==> config.mk <==
export PLATFORM = sky130hd
export DESIGN_NAME = shortest_subtour_finder_core
export DESIGN_NICKNAME = d
export VERILOG_FILES = /design/src/design/ssf_pkg.sv /design/src/design/ssf_front.sv /design/src/design/ssf_walker.sv /design/src/design/ssf_outq.sv /design/src/design/shortest_subtour_finder_core.sv
export SDC_FILE = /design/constraint.sdc
export NUM_CORES = 2
export LEC_CHECK = 0
export BUFFER_PORTS_ARGS = -buffer_cell sky130_fd_sc_hd__buf_2
export CAP_MARGIN = 20
export CORE_AREA = 2 2 378 380
export CTS_BUF_LIST = sky130_fd_sc_hd__clkbuf_4 sky130_fd_sc_hd__clkbuf_8 sky130_fd_sc_hd__clkbuf_16
export DETAILED_ROUTE_END_ITERATION = 10
export DIE_AREA = 0 0 380 382
export GPL_ROUTABILITY_DRIVEN = 0
export PLACE_DENSITY = 0.62
export REMOVE_ABC_BUFFERS = 1
export SYNTH_ARGS = -nofsm -noshare
export SYNTH_HDL_FRONTEND = slang
export SYNTH_SLANG_ARGS = --single-unit
==> constraint.sdc <==
create_clock -name clk -period 5.2 [get_ports clk]
set_input_delay 0.52 -clock clk [delete_from_list [all_inputs] [get_ports clk]]
set_output_delay 0.52 -clock clk [all_outputs]
set_load 0.03 [all_outputs]
==> src/design/ssf_pkg.sv <==
// shared types and constants for the shortest subtour finder
// no dependencies; imported by every design file
package ssf_pkg;

  localparam int ID_W      = 6;
  localparam int LEN_W     = 7;
  localparam int VALUE_W   = 16;
  localparam int IN_DEPTH  = 4;
  localparam int IN_PTR_W  = 2;
  localparam int IN_CNT_W  = 3;
  localparam int OUT_DEPTH = 2;
  localparam int OUT_PTR_W = 1;
  localparam int OUT_CNT_W = 2;

  localparam logic [VALUE_W-1:0] HALF_Q2_14       = 16'd8192;
  localparam logic [LEN_W-1:0]   NODE_COUNT_RESET = 7'd32;
  localparam logic [LEN_W-1:0]   NODE_COUNT_MIN   = 7'd2;

  typedef struct packed {
    logic [ID_W-1:0] row;
    logic [ID_W-1:0] col;
    logic            sel;
    logic            in_range;
    logic            last;
  } entry_t;

  typedef struct packed {
    logic [ID_W-1:0]  node_id;
    logic [LEN_W-1:0] tour_length;
    logic             covers_all;
    logic             last_node;
  } result_t;

  typedef enum logic [1:0] {
    ST_IDLE,
    ST_WALK,
    ST_EMIT
  } walk_state_t;

endpackage

==> src/design/ssf_front.sv <==
// front end: accepts matrix entries, classifies them and queues them
// depends on ssf_pkg
module ssf_front import ssf_pkg::*; #(
  parameter int MAX_NODES = 32
) (
  input  logic               clk,
  input  logic               rst,
  input  logic               push,
  output logic               full,
  input  logic [ID_W-1:0]    row_index,
  input  logic [ID_W-1:0]    col_index,
  input  logic [VALUE_W-1:0] edge_value,
  input  logic               last_entry,
  output logic               entry_valid,
  output entry_t             entry,
  input  logic               entry_take
);

  entry_t                entries [IN_DEPTH];
  logic [IN_PTR_W-1:0]   wr_ptr;
  logic [IN_PTR_W-1:0]   rd_ptr;
  logic [IN_CNT_W-1:0]   count;
  logic                  push_ok;
  logic                  take_ok;
  entry_t                classified;

  always_comb begin
    classified.row      = row_index;
    classified.col      = col_index;
    classified.sel      = (edge_value > HALF_Q2_14);
    classified.in_range = ({1'b0, row_index} < LEN_W'(MAX_NODES))
                       && ({1'b0, col_index} < LEN_W'(MAX_NODES));
    classified.last     = last_entry;
  end

  assign full        = (count == IN_CNT_W'(IN_DEPTH));
  assign entry_valid = (count != '0);
  assign entry       = entries[rd_ptr];
  assign push_ok     = push && !full;
  assign take_ok     = entry_take && entry_valid;

  always_ff @(posedge clk) begin
    if (rst) begin
      wr_ptr <= '0;
      rd_ptr <= '0;
      count  <= '0;
    end else begin
      if (push_ok) begin
        wr_ptr <= wr_ptr + 1'b1;
      end
      if (take_ok) begin
        rd_ptr <= rd_ptr + 1'b1;
      end
      if (push_ok && !take_ok) begin
        count <= count + 1'b1;
      end else if (!push_ok && take_ok) begin
        count <= count - 1'b1;
      end
    end
  end

  always_ff @(posedge clk) begin
    if (push_ok) begin
      entries[wr_ptr] <= classified;
    end
  end

endmodule

==> src/design/ssf_walker.sv <==
// back end: adjacency store, walk sequencer, walk buffer and result read-out
// depends on ssf_pkg
module ssf_walker import ssf_pkg::*; #(
  parameter int MAX_NODES = 32
) (
  input  logic                 clk,
  input  logic                 rst,
  input  logic [LEN_W-1:0]     node_count,
  input  logic                 entry_valid,
  input  entry_t               entry,
  output logic                 entry_take,
  input  logic [OUT_CNT_W-1:0] out_count,
  output logic                 res_push,
  output result_t              res
);

  localparam int IDX_W = $clog2(MAX_NODES);

  function automatic logic [IDX_W-1:0] lowest(input logic [MAX_NODES-1:0] v);
    logic [IDX_W-1:0] r;
    r = '0;
    for (int i = MAX_NODES - 1; i >= 0; i--) begin
      if (v[i]) begin
        r = IDX_W'(i);
      end
    end
    return r;
  endfunction

  walk_state_t state, state_next;

  logic [MAX_NODES-1:0] adj [MAX_NODES];
  logic [MAX_NODES-1:0] adj_valid;
  logic [IDX_W-1:0]     walk_buf [MAX_NODES];

  logic [MAX_NODES-1:0] visited;
  logic [MAX_NODES-1:0] node_mask;
  logic [MAX_NODES-1:0] mask_next;
  logic [IDX_W-1:0]     cur;
  logic [LEN_W-1:0]     wstart;
  logic [LEN_W-1:0]     wlen;
  logic [LEN_W-1:0]     best_start;
  logic [LEN_W-1:0]     best_len;
  logic [LEN_W-1:0]     n_use;
  logic [LEN_W-1:0]     n_sat;
  logic [LEN_W-1:0]     emit_k;

  logic [MAX_NODES-1:0] vis_new;
  logic [MAX_NODES-1:0] row_data;
  logic [MAX_NODES-1:0] cand;
  logic [MAX_NODES-1:0] free_nodes;
  logic [LEN_W-1:0]     len_new;
  logic [LEN_W-1:0]     wstart_new;
  logic [LEN_W-1:0]     pos;
  logic [LEN_W-1:0]     rd_addr;
  logic [OUT_CNT_W:0]   occupancy;
  logic                 can_issue;
  logic                 emit_last;
  logic                 walk_done;
  logic                 start;

  logic                 rd_pending;
  logic [IDX_W-1:0]     rd_data;
  logic [LEN_W-1:0]     rd_len;
  logic                 rd_covers;
  logic                 rd_last;

  logic [IDX_W-1:0]     wr_row;
  logic [IDX_W-1:0]     wr_col;

  // node count in use, saturated into the legal range
  always_comb begin
    priority if (node_count < NODE_COUNT_MIN) begin
      n_sat = NODE_COUNT_MIN;
    end else if (node_count > LEN_W'(MAX_NODES)) begin
      n_sat = LEN_W'(MAX_NODES);
    end else begin
      n_sat = node_count;
    end
  end

  always_comb begin
    for (int i = 0; i < MAX_NODES; i++) begin
      mask_next[i] = (LEN_W'(i) < n_sat);
    end
  end

  // one walk step per cycle
  assign vis_new    = visited | (MAX_NODES'(1) << cur);
  assign row_data   = adj_valid[cur] ? adj[cur] : '0;
  assign cand       = row_data & ~vis_new & node_mask;
  assign free_nodes = ~vis_new & node_mask;
  assign len_new    = wlen + 1'b1;
  assign wstart_new = wstart + len_new;
  assign pos        = wstart + wlen;
  assign walk_done  = (state == ST_WALK) && (cand == '0) && (free_nodes == '0);

  // read-out with credit against the result queue
  assign occupancy  = (OUT_CNT_W + 1)'(out_count) + (OUT_CNT_W + 1)'(rd_pending);
  assign can_issue  = (state == ST_EMIT) && (occupancy < (OUT_CNT_W + 1)'(OUT_DEPTH));
  assign emit_last  = ((emit_k + 1'b1) == best_len);
  assign rd_addr    = best_start + emit_k;

  assign entry_take = (state == ST_IDLE) && entry_valid;
  assign start      = entry_take && entry.last;

  assign wr_row = entry.row[IDX_W-1:0];
  assign wr_col = entry.col[IDX_W-1:0];

  always_ff @(posedge clk) begin
    if (rst) begin
      state <= ST_IDLE;
    end else begin
      state <= state_next;
    end
  end

  always_comb begin
    state_next = state;
    unique case (state)
      ST_IDLE: begin
        if (start) begin
          state_next = ST_WALK;
        end
      end
      ST_WALK: begin
        if (walk_done) begin
          state_next = ST_EMIT;
        end
      end
      ST_EMIT: begin
        if (can_issue && emit_last) begin
          state_next = ST_IDLE;
        end
      end
      default: state_next = ST_IDLE;
    endcase
  end

  // row valid bits: a row not yet written this round reads as zero
  always_ff @(posedge clk) begin
    if (rst) begin
      adj_valid  <= '0;
      rd_pending <= 1'b0;
    end else begin
      rd_pending <= can_issue;
      if (entry_take && entry.in_range) begin
        adj_valid[wr_row] <= 1'b1;
      end
      if (walk_done) begin
        adj_valid <= '0;
      end
    end
  end

  always_ff @(posedge clk) begin
    if (entry_take && entry.in_range) begin
      if (adj_valid[wr_row]) begin
        adj[wr_row][wr_col] <= entry.sel;
      end else begin
        adj[wr_row] <= entry.sel ? (MAX_NODES'(1) << wr_col) : '0;
      end
    end
  end

  always_ff @(posedge clk) begin
    if (start) begin
      visited    <= '0;
      cur        <= '0;
      wstart     <= '0;
      wlen       <= '0;
      best_len   <= n_sat + 1'b1;
      best_start <= '0;
      n_use      <= n_sat;
      node_mask  <= mask_next;
      emit_k     <= '0;
    end else if (state == ST_WALK) begin
      visited <= vis_new;
      if (cand != '0) begin
        cur  <= lowest(cand);
        wlen <= len_new;
      end else begin
        if (len_new < best_len) begin
          best_len   <= len_new;
          best_start <= wstart;
        end
        cur    <= lowest(free_nodes);
        wlen   <= '0;
        wstart <= wstart_new;
      end
    end else if (can_issue) begin
      emit_k <= emit_k + 1'b1;
    end
  end

  always_ff @(posedge clk) begin
    if (state == ST_WALK) begin
      walk_buf[pos[IDX_W-1:0]] <= cur;
    end
    if (can_issue) begin
      rd_data   <= walk_buf[rd_addr[IDX_W-1:0]];
      rd_len    <= best_len;
      rd_covers <= (best_len == n_use);
      rd_last   <= emit_last;
    end
  end

  assign res_push        = rd_pending;
  assign res.node_id     = ID_W'(rd_data);
  assign res.tour_length = rd_len;
  assign res.covers_all  = rd_covers;
  assign res.last_node   = rd_last;

  a_no_overflow: assert property (@(posedge clk) disable iff (rst)
    res_push |-> (out_count < OUT_CNT_W'(OUT_DEPTH)))
    else $error("result pushed into a full queue");

  a_cur_unvisited: assert property (@(posedge clk) disable iff (rst)
    (state == ST_WALK) |-> !visited[cur])
    else $error("walk stepped onto a visited node");

  a_store_cleared: assert property (@(posedge clk) disable iff (rst)
    (state == ST_EMIT) |-> (adj_valid == '0))
    else $error("adjacency not cleared before read-out");

  a_best_len: assert property (@(posedge clk) disable iff (rst)
    (state == ST_EMIT) |-> ((best_len != '0) && (best_len <= n_use)))
    else $error("shortest walk length out of range");

endmodule

==> src/design/ssf_outq.sv <==
// result queue between the walker and the output ports
// depends on ssf_pkg
module ssf_outq import ssf_pkg::*; (
  input  logic                 clk,
  input  logic                 rst,
  input  logic                 res_push,
  input  result_t              res,
  input  logic                 pop,
  output logic                 empty,
  output result_t              head,
  output logic [OUT_CNT_W-1:0] count
);

  result_t              slots [OUT_DEPTH];
  logic [OUT_PTR_W-1:0] wr_ptr;
  logic [OUT_PTR_W-1:0] rd_ptr;
  logic                 pop_ok;

  assign empty  = (count == '0);
  assign head   = slots[rd_ptr];
  assign pop_ok = pop && !empty;

  always_ff @(posedge clk) begin
    if (rst) begin
      wr_ptr <= '0;
      rd_ptr <= '0;
      count  <= '0;
    end else begin
      if (res_push) begin
        wr_ptr <= wr_ptr + 1'b1;
      end
      if (pop_ok) begin
        rd_ptr <= rd_ptr + 1'b1;
      end
      if (res_push && !pop_ok) begin
        count <= count + 1'b1;
      end else if (!res_push && pop_ok) begin
        count <= count - 1'b1;
      end
    end
  end

  always_ff @(posedge clk) begin
    if (res_push) begin
      slots[wr_ptr] <= res;
    end
  end

endmodule

==> src/design/shortest_subtour_finder_core.sv <==
// top level of the shortest subtour finder: node count register and block wiring
// depends on ssf_pkg, ssf_front, ssf_walker, ssf_outq
//
// channel   direction  handshake          payload
// entries   in         push / full        row_index, col_index, edge_value, last_entry
// results   out        pop / empty        node_id, tour_length, covers_all, last_node
// config    in         cfg_we             cfg_wdata (node count)
//
// matrix entries load one per cycle through a four-deep entry queue
// a last entry runs the walks at one node per cycle,
// then reads out the shortest walk from the walk buffer while the result queue has room
// entries keep queuing during a walk until the entry queue fills
// synchronous reset; the adjacency store is cleared by row valid bits, no clearing pass
module shortest_subtour_finder_core import ssf_pkg::*; #(
  parameter int MAX_NODES = 32
) (
  input  logic               clk,
  input  logic               rst,
  input  logic               push,
  output logic               full,
  input  logic [ID_W-1:0]    row_index,
  input  logic [ID_W-1:0]    col_index,
  input  logic [VALUE_W-1:0] edge_value,
  input  logic               last_entry,
  input  logic               cfg_we,
  input  logic [LEN_W-1:0]   cfg_wdata,
  output logic               empty,
  input  logic               pop,
  output logic [ID_W-1:0]    node_id,
  output logic [LEN_W-1:0]   tour_length,
  output logic               covers_all,
  output logic               last_node
);

  logic [LEN_W-1:0]     node_count;
  logic                 entry_valid;
  entry_t               entry;
  logic                 entry_take;
  logic [OUT_CNT_W-1:0] out_count;
  logic                 res_push;
  result_t              res;
  result_t              head;

  always_ff @(posedge clk) begin
    if (rst) begin
      node_count <= NODE_COUNT_RESET;
    end else if (cfg_we) begin
      node_count <= cfg_wdata;
    end
  end

  ssf_front #(
    .MAX_NODES (MAX_NODES)
  ) u_front (
    .clk         (clk),
    .rst         (rst),
    .push        (push),
    .full        (full),
    .row_index   (row_index),
    .col_index   (col_index),
    .edge_value  (edge_value),
    .last_entry  (last_entry),
    .entry_valid (entry_valid),
    .entry       (entry),
    .entry_take  (entry_take)
  );

  ssf_walker #(
    .MAX_NODES (MAX_NODES)
  ) u_walker (
    .clk         (clk),
    .rst         (rst),
    .node_count  (node_count),
    .entry_valid (entry_valid),
    .entry       (entry),
    .entry_take  (entry_take),
    .out_count   (out_count),
    .res_push    (res_push),
    .res         (res)
  );

  ssf_outq u_outq (
    .clk      (clk),
    .rst      (rst),
    .res_push (res_push),
    .res      (res),
    .pop      (pop),
    .empty    (empty),
    .head     (head),
    .count    (out_count)
  );

  assign node_id     = head.node_id;
  assign tour_length = head.tour_length;
  assign covers_all  = head.covers_all;
  assign last_node   = head.last_node;

endmodule

Word-level counts from Yosys, hierarchy flattened

Memory sizes are Yosys's and may differ from the RTL's. A register that Yosys moved wholly into a read port is not among the register bits.
Cells that the tools add are included.

Word-level logic and storage cells: 315
Latch bits: 0
Bits in read-only memories: 0
Memory bits (writable): 1272
Register bits after elaboration: 171
Memories: 4

Divide/modulo/power cells: 0
$add $sub $neg: 15
$lt $le $gt $ge: 44
Reductions and logical operators: 39
Muxes and demuxes: 140
Multiply operators: 0
Bitwise operators: 40
Shifts and indexed selects: 2
Equality and inequality tests: 9

Memories:

| name              | depth | bits a word | rd ports | clocked after memory_dff | wr ports | line             | source |
|---|---|---|---|---|---|---|---|
| u_walker.adj      | 32    | 32          | 1        | 1                        | 1        | ssf_walker.sv:32 | `logic [MAX_NODES-1:0] adj [MAX_NODES];` |
| u_walker.walk_buf | 32    | 5           | 1        | 1                        | 1        | ssf_walker.sv:34 | `logic [IDX_W-1:0] walk_buf [MAX_NODES];` |
| u_front.entries   | 4     | 15          | 1        | 1                        | 1        | ssf_front.sv:19  | `entry_t entries [IN_DEPTH];` |
| u_outq.slots      | 2     | 14          | 1        | 1                        | 1        | ssf_outq.sv:14   | `result_t slots [OUT_DEPTH];` |

Operators by type and width:

| kind                   | number |
|---|---|
| $mux W5                | 67 |
| $lt A5 B7 Y1 const A   | 16 |
| $and A32 B32 Y32       | 3 |
| $mux W32               | 3 |
| $logic_not A32 Y1      | 2 |
| $or A32 B32 Y32        | 2 |
| $shl A1 B5 Y32 const A | 2 |
| $lt A4 B7 Y1 const A   | 8 |
| $mux W1                | 49 |
| $mux W7                | 7 |
| $not A32 Y32           | 1 |
| $or A1 B1 Y1           | 32 |
| $reduce_bool A32 Y1    | 1 |
| $lt A3 B7 Y1 const A   | 4 |
| $add A7 B1 Y7 const B  | 3 |
| $lt A5 B6 Y1 const B   | 3 |
| $logic_and A1 B1 Y1    | 17 |
| $gt A16 B14 Y1 const B | 1 |
| $eq A7 B7 Y1           | 2 |
| $lt A1 B7 Y1 const A   | 2 |
| $lt A2 B7 Y1 const A   | 2 |
| $mux W2                | 7 |
| $lt A6 B6 Y1 const B   | 2 |
| $add A5 B5 Y5          | 2 |
| 29 further kinds       | 51 |

Longest topological paths before layout

Word-level depth: 40
Depth in mapped cells: 16
Mapped depth without buffers: 11

Modules after synthesis

From an unflattened synthesis, not the netlist that was laid out.

Cell total of the unflattened synthesis: 4536
Area total of the unflattened synthesis: 63285.7 um^2

By module, submodules not included:

| module                       | instances | area an instance (um^2) | cells each |
|---|---|---|---|
| ssf_walker                   | 1         | 59049.1                 | 4313 |
| ssf_front                    | 1         | 2702.6                  | 133 |
| ssf_outq                     | 1         | 1282.5                  | 68 |
| shortest_subtour_finder_core | 1         | 251.5                   | 22 |

Least setup slack after synthesis

No wires, ideal clock.

Path type: reg-to-reg
Start: reg u_walker.cur[1]
End: reg u_walker.best_len[0] (enable)
Required time: 4819 ps
Arrival time: 3839 ps
Slack: 981 ps
Clock period less this slack: 4219 ps
Stages on the path, launching flop included: 11
Cells stage by stage: dfxtp_1 > buf_2 > clkbuf_1 > mux4_2 > mux4_2 > mux2i_2 > buf_2 > a41oi_1 > nor4_4 > nand3_1 > o21ai_0

Word-level cells in the longest chain between the ends: 8
Elaborated cells on any way between the ends: 11
Classes of those cells: eq/ne (1); shift (1); mux (3); bitwise (4); reduce/logical (2)

RTL lines:

| what                                                                    | line                               | source |
|---|---|---|
| from (decl)                                                             | ssf_walker.sv:39                   | `logic [IDX_W-1:0] cur;` |
| from (signal assigned)                                                  | ssf_walker.sv:180                  | `cur <= lowest(cand);` |
| from (signal assigned)                                                  | ssf_walker.sv:187                  | `cur <= lowest(free_nodes);` |
| $bmux W1 S5 / $shl A1 B5 Y32 (equally long branches)                    | ssf_walker.sv:90, ssf_walker.sv:89 |  |
| $mux W1 (implied by the code) / $or A32 B32 Y32 (equally long branches) | ssf_walker.sv:90, ssf_walker.sv:89 |  |
| $mux W32 / $not A32 Y32 (equally long branches)                         | ssf_walker.sv:90, ssf_walker.sv:91 |  |
| $and A32 B32 Y32 * (2 in a row)                                         | ssf_walker.sv:91                   | `assign cand = row_data & ~vis_new & node_mask;` |
| $reduce_bool A32 Y1 *                                                   | ssf_walker.sv:179                  | `if (cand != '0) begin` |
| $ne A2 B1 Y1 (no source line) *                                         | -                                  |  |
| $reduce_and A3 Y1 (no source line) *                                    | -                                  |  |
| to (signal assigned)                                                    | ssf_walker.sv:172                  | `best_len <= n_sat + 1'b1;` |
| to (signal assigned)                                                    | ssf_walker.sv:184                  | `best_len <= len_new;` |
| to (decl)                                                               | ssf_walker.sv:43                   | `logic [LEN_W-1:0] best_len;` |

Every way passes the cells marked *; elsewhere a longest branch is shown, timed or not. The select of a mux whose other input is x is not followed.
A chain may end at the register's enable or synchronous reset.

Worst setup path after layout

Start: reg u_walker.cur[0]
End: reg u_walker.adj_valid[6]

Word-level cells in the longest chain between the ends: 9
Elaborated cells on any way between the ends: 14
Classes of those cells: shift (1); mux (3); bitwise (5); reduce/logical (5)

RTL lines:

| what                                                                    | line                                                 | source |
|---|---|---|
| $bmux W1 S5 / $shl A1 B5 Y32 (equally long branches)                    | ssf_walker.sv:90, ssf_walker.sv:89                   |  |
| $mux W1 (implied by the code) / $or A32 B32 Y32 (equally long branches) | ssf_walker.sv:90, ssf_walker.sv:89                   |  |
| $mux W32 / $not A32 Y32 (equally long branches)                         | ssf_walker.sv:90, ssf_walker.sv:91, ssf_walker.sv:92 |  |
| $and A32 B32 Y32 (2 in a row)                                           | ssf_walker.sv:91                                     |  |
| $logic_not A32 Y1                                                       | ssf_walker.sv:96                                     | `assign walk_done = (state == ST_WALK) && (cand == '0) && (free_nodes == '0);` |
| $logic_and A1 B1 Y1                                                     | ssf_walker.sv:96                                     |  |
| $logic_and A1 B1 Y1 *                                                   | ssf_walker.sv:96                                     |  |
| $reduce_or A2 Y1 (no source line) *                                     | -                                                    |  |
| to (signal assigned)                                                    | ssf_walker.sv:143                                    | `adj_valid <= '0;` |
| to (signal, indexed assignment)                                         | ssf_walker.sv:148                                    | `adj_valid[wr_row] <= 1'b1;` |
| to (signal assigned)                                                    | ssf_walker.sv:151                                    | `adj_valid <= '0;` |
| to (decl)                                                               | ssf_walker.sv:33                                     | `logic [MAX_NODES-1:0] adj_valid;` |

Marked as above.

==> results.sh <==
export IMPL_status="completed"
export IMPL_internal_power_w=0.0252
export IMPL_synth_top_area_share_pct=62.9
export IMPL_drt_iter0_drc=4762
export IMPL_synthArstFlopShare_pct=0
export IMPL_grt_max_degree=67
export IMPL_swShare_pct=35.8
export IMPL_synth_edff_count=1324
export IMPL_dp_hpwl_mm=107
export IMPL_hp_class="primary input to flip-flop"
export IMPL_worst_setup_path_type="flip-flop to flip-flop"
export IMPL_final_cell_mix="edfxtp_1, nor2_1, mux4_2"
export IMPL_antenna_left=0
export IMPL_die_area_mm2=0.145
export IMPL_fmax_mhz=201
export IMPL_place_port_buffers=56
export IMPL_drt_vias_per_instance=5.96
export IMPL_seq_area_mm2=0.0422
export IMPL_synth_area_mm2=0.0632
export IMPL_wl_mm=181
export IMPL_placementRows=138
export IMPL_ys_seq_elements=1446
export IMPL_synthTopCellsByArea="edfxtp_1, mux4_2, nor2_1"
export IMPL_wire_per_inst_um=27.4
export IMPL_leakagePower_nw=24.5
export IMPL_syn_inst=4513
export IMPL_fill_cells=12051
export IMPL_drv_cap=0
export IMPL_die_width_um=380
export IMPL_power_density_mw_per_mm2=548
export IMPL_p_switching_w=0.0140
export IMPL_min_period_ns=4.97
export IMPL_yosys_warnings=0
export IMPL_fin_util_pct=50.8
export IMPL_htreeDepth=4
export IMPL_ys_types=88
export IMPL_cts_resized=0
export IMPL_grt_pass1_wl_mm=261
export IMPL_p_comb_share_pct=33.2
export IMPL_tightest_slew_ns=1.21
export IMPL_cts_root_buf="clkbuf_16"
export IMPL_clk_insertion_delay_late_ns=0.80
export IMPL_final_common_cell="edfxtp_1"
export IMPL_cts_clk_slew_worst_paths_ns=0.07
export IMPL_cts_tree="done"
export IMPL_end_kind="flip-flop"
export IMPL_start_util_pct=44.9
export IMPL_cp_start_kind="flip-flop"
export IMPL_peakVddDrop_uv=339
export IMPL_p_seq_share_pct=39.5
export IMPL_grt_pass1_vias=38163
export IMPL_io_pins=58
export IMPL_cts_buffers=150
export IMPL_setup_tns_ns=0
export IMPL_finalSetupViolCount=0
export IMPL_ys_flop_type="edfxtp_1"
export IMPL_die_height_um=382
export IMPL_core_mm2=0.141
export IMPL_rsz0062_at_grt="no"
export IMPL_required_ns=5.90
export IMPL_multi_input_area_mm2=0.0193
export IMPL_syn_mean_instance_area_um2=14.0
export IMPL_cts_sinks=1446
export IMPL_overflow=0
export IMPL_clk_path_buf_depth=3
export IMPL_drive_gt1_share_pct=20.7
export IMPL_vias=39315
export IMPL_grt_usage_pct=24.7
export IMPL_crit_path_max_fanout=40
export IMPL_hold_violations=0
export IMPL_finClkSkew_ns=0.0452
export IMPL_nNetsFinal=4655
export IMPL_critPathArrivalTime_ns=5.67
export IMPL_slew_viol_final=0
export IMPL_synth_seq_area_share_pct=66.7
export IMPL_area_growth_pct=13.1
export IMPL_drtPass1Iterations=5
export IMPL_yosysTopAreaCell="edfxtp_1"
export IMPL_drc=0
export IMPL_clockPowerShare_pct=27.3
export IMPL_antenna_found_initial=5
export IMPL_slew_headroom_pct=19.6
export IMPL_hold_ws_ns=0.0502
export IMPL_min_period_over_period_pct=95.7
worst max-delay path: stages (launching register included):
cell      delay, ns
dfxtp_2        0.60
buf_4          0.46
nor2_1         0.20
a311oi_2       0.97
nand4_1        0.73
a41oi_1        0.66
nor3_2         0.18
and3_1         0.26
a41oi_4        0.53
a21boi_0       0.26
power groups by stage:
stage | logic, W | clock network (W) | registers [W]
finish | 0.0130 | 0.0107 | 0.0155
global route | 0.0139 | 0.0113 | 0.0155
CTS | 0.0125 | 0.0108 | 0.0156
detailed placement | 0.0125 | 0 | 0.0158
global placement | 0.0123 | 0 | 0.0158
floorplan | 0.00718 | 0 | 0.0161
path summary, 6_finish.rpt:
path | from | depth (start not counted) | slack (ns) | endpoint
max | u_walker.cur[0] | 9 | 0.23 | u_walker.adj_valid[6]
min | row_index[5] | 2 | 0.05 | u_front.entries[3][1]
min reg2reg | u_walker.rd_len[2] | 0 | 0.44 | u_outq.slots[1][4]
max reg2reg | u_walker.cur[0] | 9 | 0.23 | u_walker.adj_valid[6]
routing by layer:
layer / global-route usage, % / up-vias / wire [um] / share of wire (%)
met5: 0 / - / 49 / 0.027
met4: 11.3 / 8 / 8450 / 4.7
met3: 4.75 / 372 / 16500 / 9.2
met2: 39.9 / 1884 / 86100 / 48
met1: 32.5 / 20243 / 69400 / 38
li1: - / 16808 / - / -
sequential cells by signal, indices dropped and copies added (netlist names), 7 cells and up, named ones only:
register            cells
node_count              7
u_front.entries        52
u_outq.slots           28
u_walker.adj         1024
u_walker.adj_valid     32
u_walker.best_len       7
u_walker.emit_k         7
u_walker.n_use          7
u_walker.node_mask     32
u_walker.rd_len         7
u_walker.visited       32
u_walker.walk_buf     160
u_walker.wlen           7
synth_stat cells, types with 6 or more instances:
cell / count
inv_1: 70
o211ai_1: 10
mux2_2: 35
nor3b_1: 9
a21boi_0: 12
xor2_1: 26
nor3_1: 35
nand2b_1: 25
mux2i_1: 96
a22oi_1: 24
buf_2: 92
a41oi_1: 6
nor2_1: 1202
nand3_1: 36
a21boi_1: 20
dfxtp_1: 122
o21ai_0: 59
a211oi_1: 13
o22ai_1: 37
or3_1: 15
xnor2_1: 26
a311oi_1: 11
o21a_1: 8
nand2_1: 191
nand4_1: 15
and2_1: 21
and3_1: 6
edfxtp_1: 1324
a31oi_1: 10
buf_8: 10
nor2b_1: 34
ha_1: 27
a21oi_1: 168
buf_1: 19
a21o_1: 13
mux4_2: 302
nor4_1: 7
a2111o_1: 6
o211a_1: 6
clkbuf_1: 211
o22a_1: 10
buf_4: 19
buf_6: 14
o32ai_1: 12
a32oi_1: 9
stage by stage:
stage,std cells,total power [W],instance area (um^2),setup WS [ns]
after detailed placement,6278,0.0283,66100,0.419
after global routing,6597,0.0407,71500,0.137
final,6599,0.0392,71500,0.226
after CTS,6573,0.0389,71200,0.393
after global placement,6272,0.0280,66000,-0.178
after floorplan,4149,0.0233,61400,-8.27
cell families after synthesis:
group | count (synthesis) | share of synthesized area, %
muxes | 435 | 13.0
buffers and inverters | 439 | 3.27
adders and majority gates | 31 | 0.661
other | 2 | 0.0119
AOI/OAI and AO/OA | 483 | 5.04
and+or+nand+nor | 1625 | 10.6
xor gates and xnor gates | 52 | 0.720
DFF | 1446 | 66.7
area by class of cell:
type	count	area share, %
repair buffers	282	3.44
flip-flops and latches	1446	59.0
diodes	2	0.00700
multi-input cells	2630	27.0
clock inverters	80	0.883
well taps	1890	3.31
inverters	73	0.385
clock buffers	196	5.92
repair_timing:
| item | 4_1_cts | 5_1_grt |
|---|---|---|
| endpoints found under the hold margin | 55 | 0 |
| hold buffers | 19 | 0 |
| setup buffers | 0 | 0 |
| setup endpoints to repair | 0 | 0 |
(Power assumes the default switching activity.)
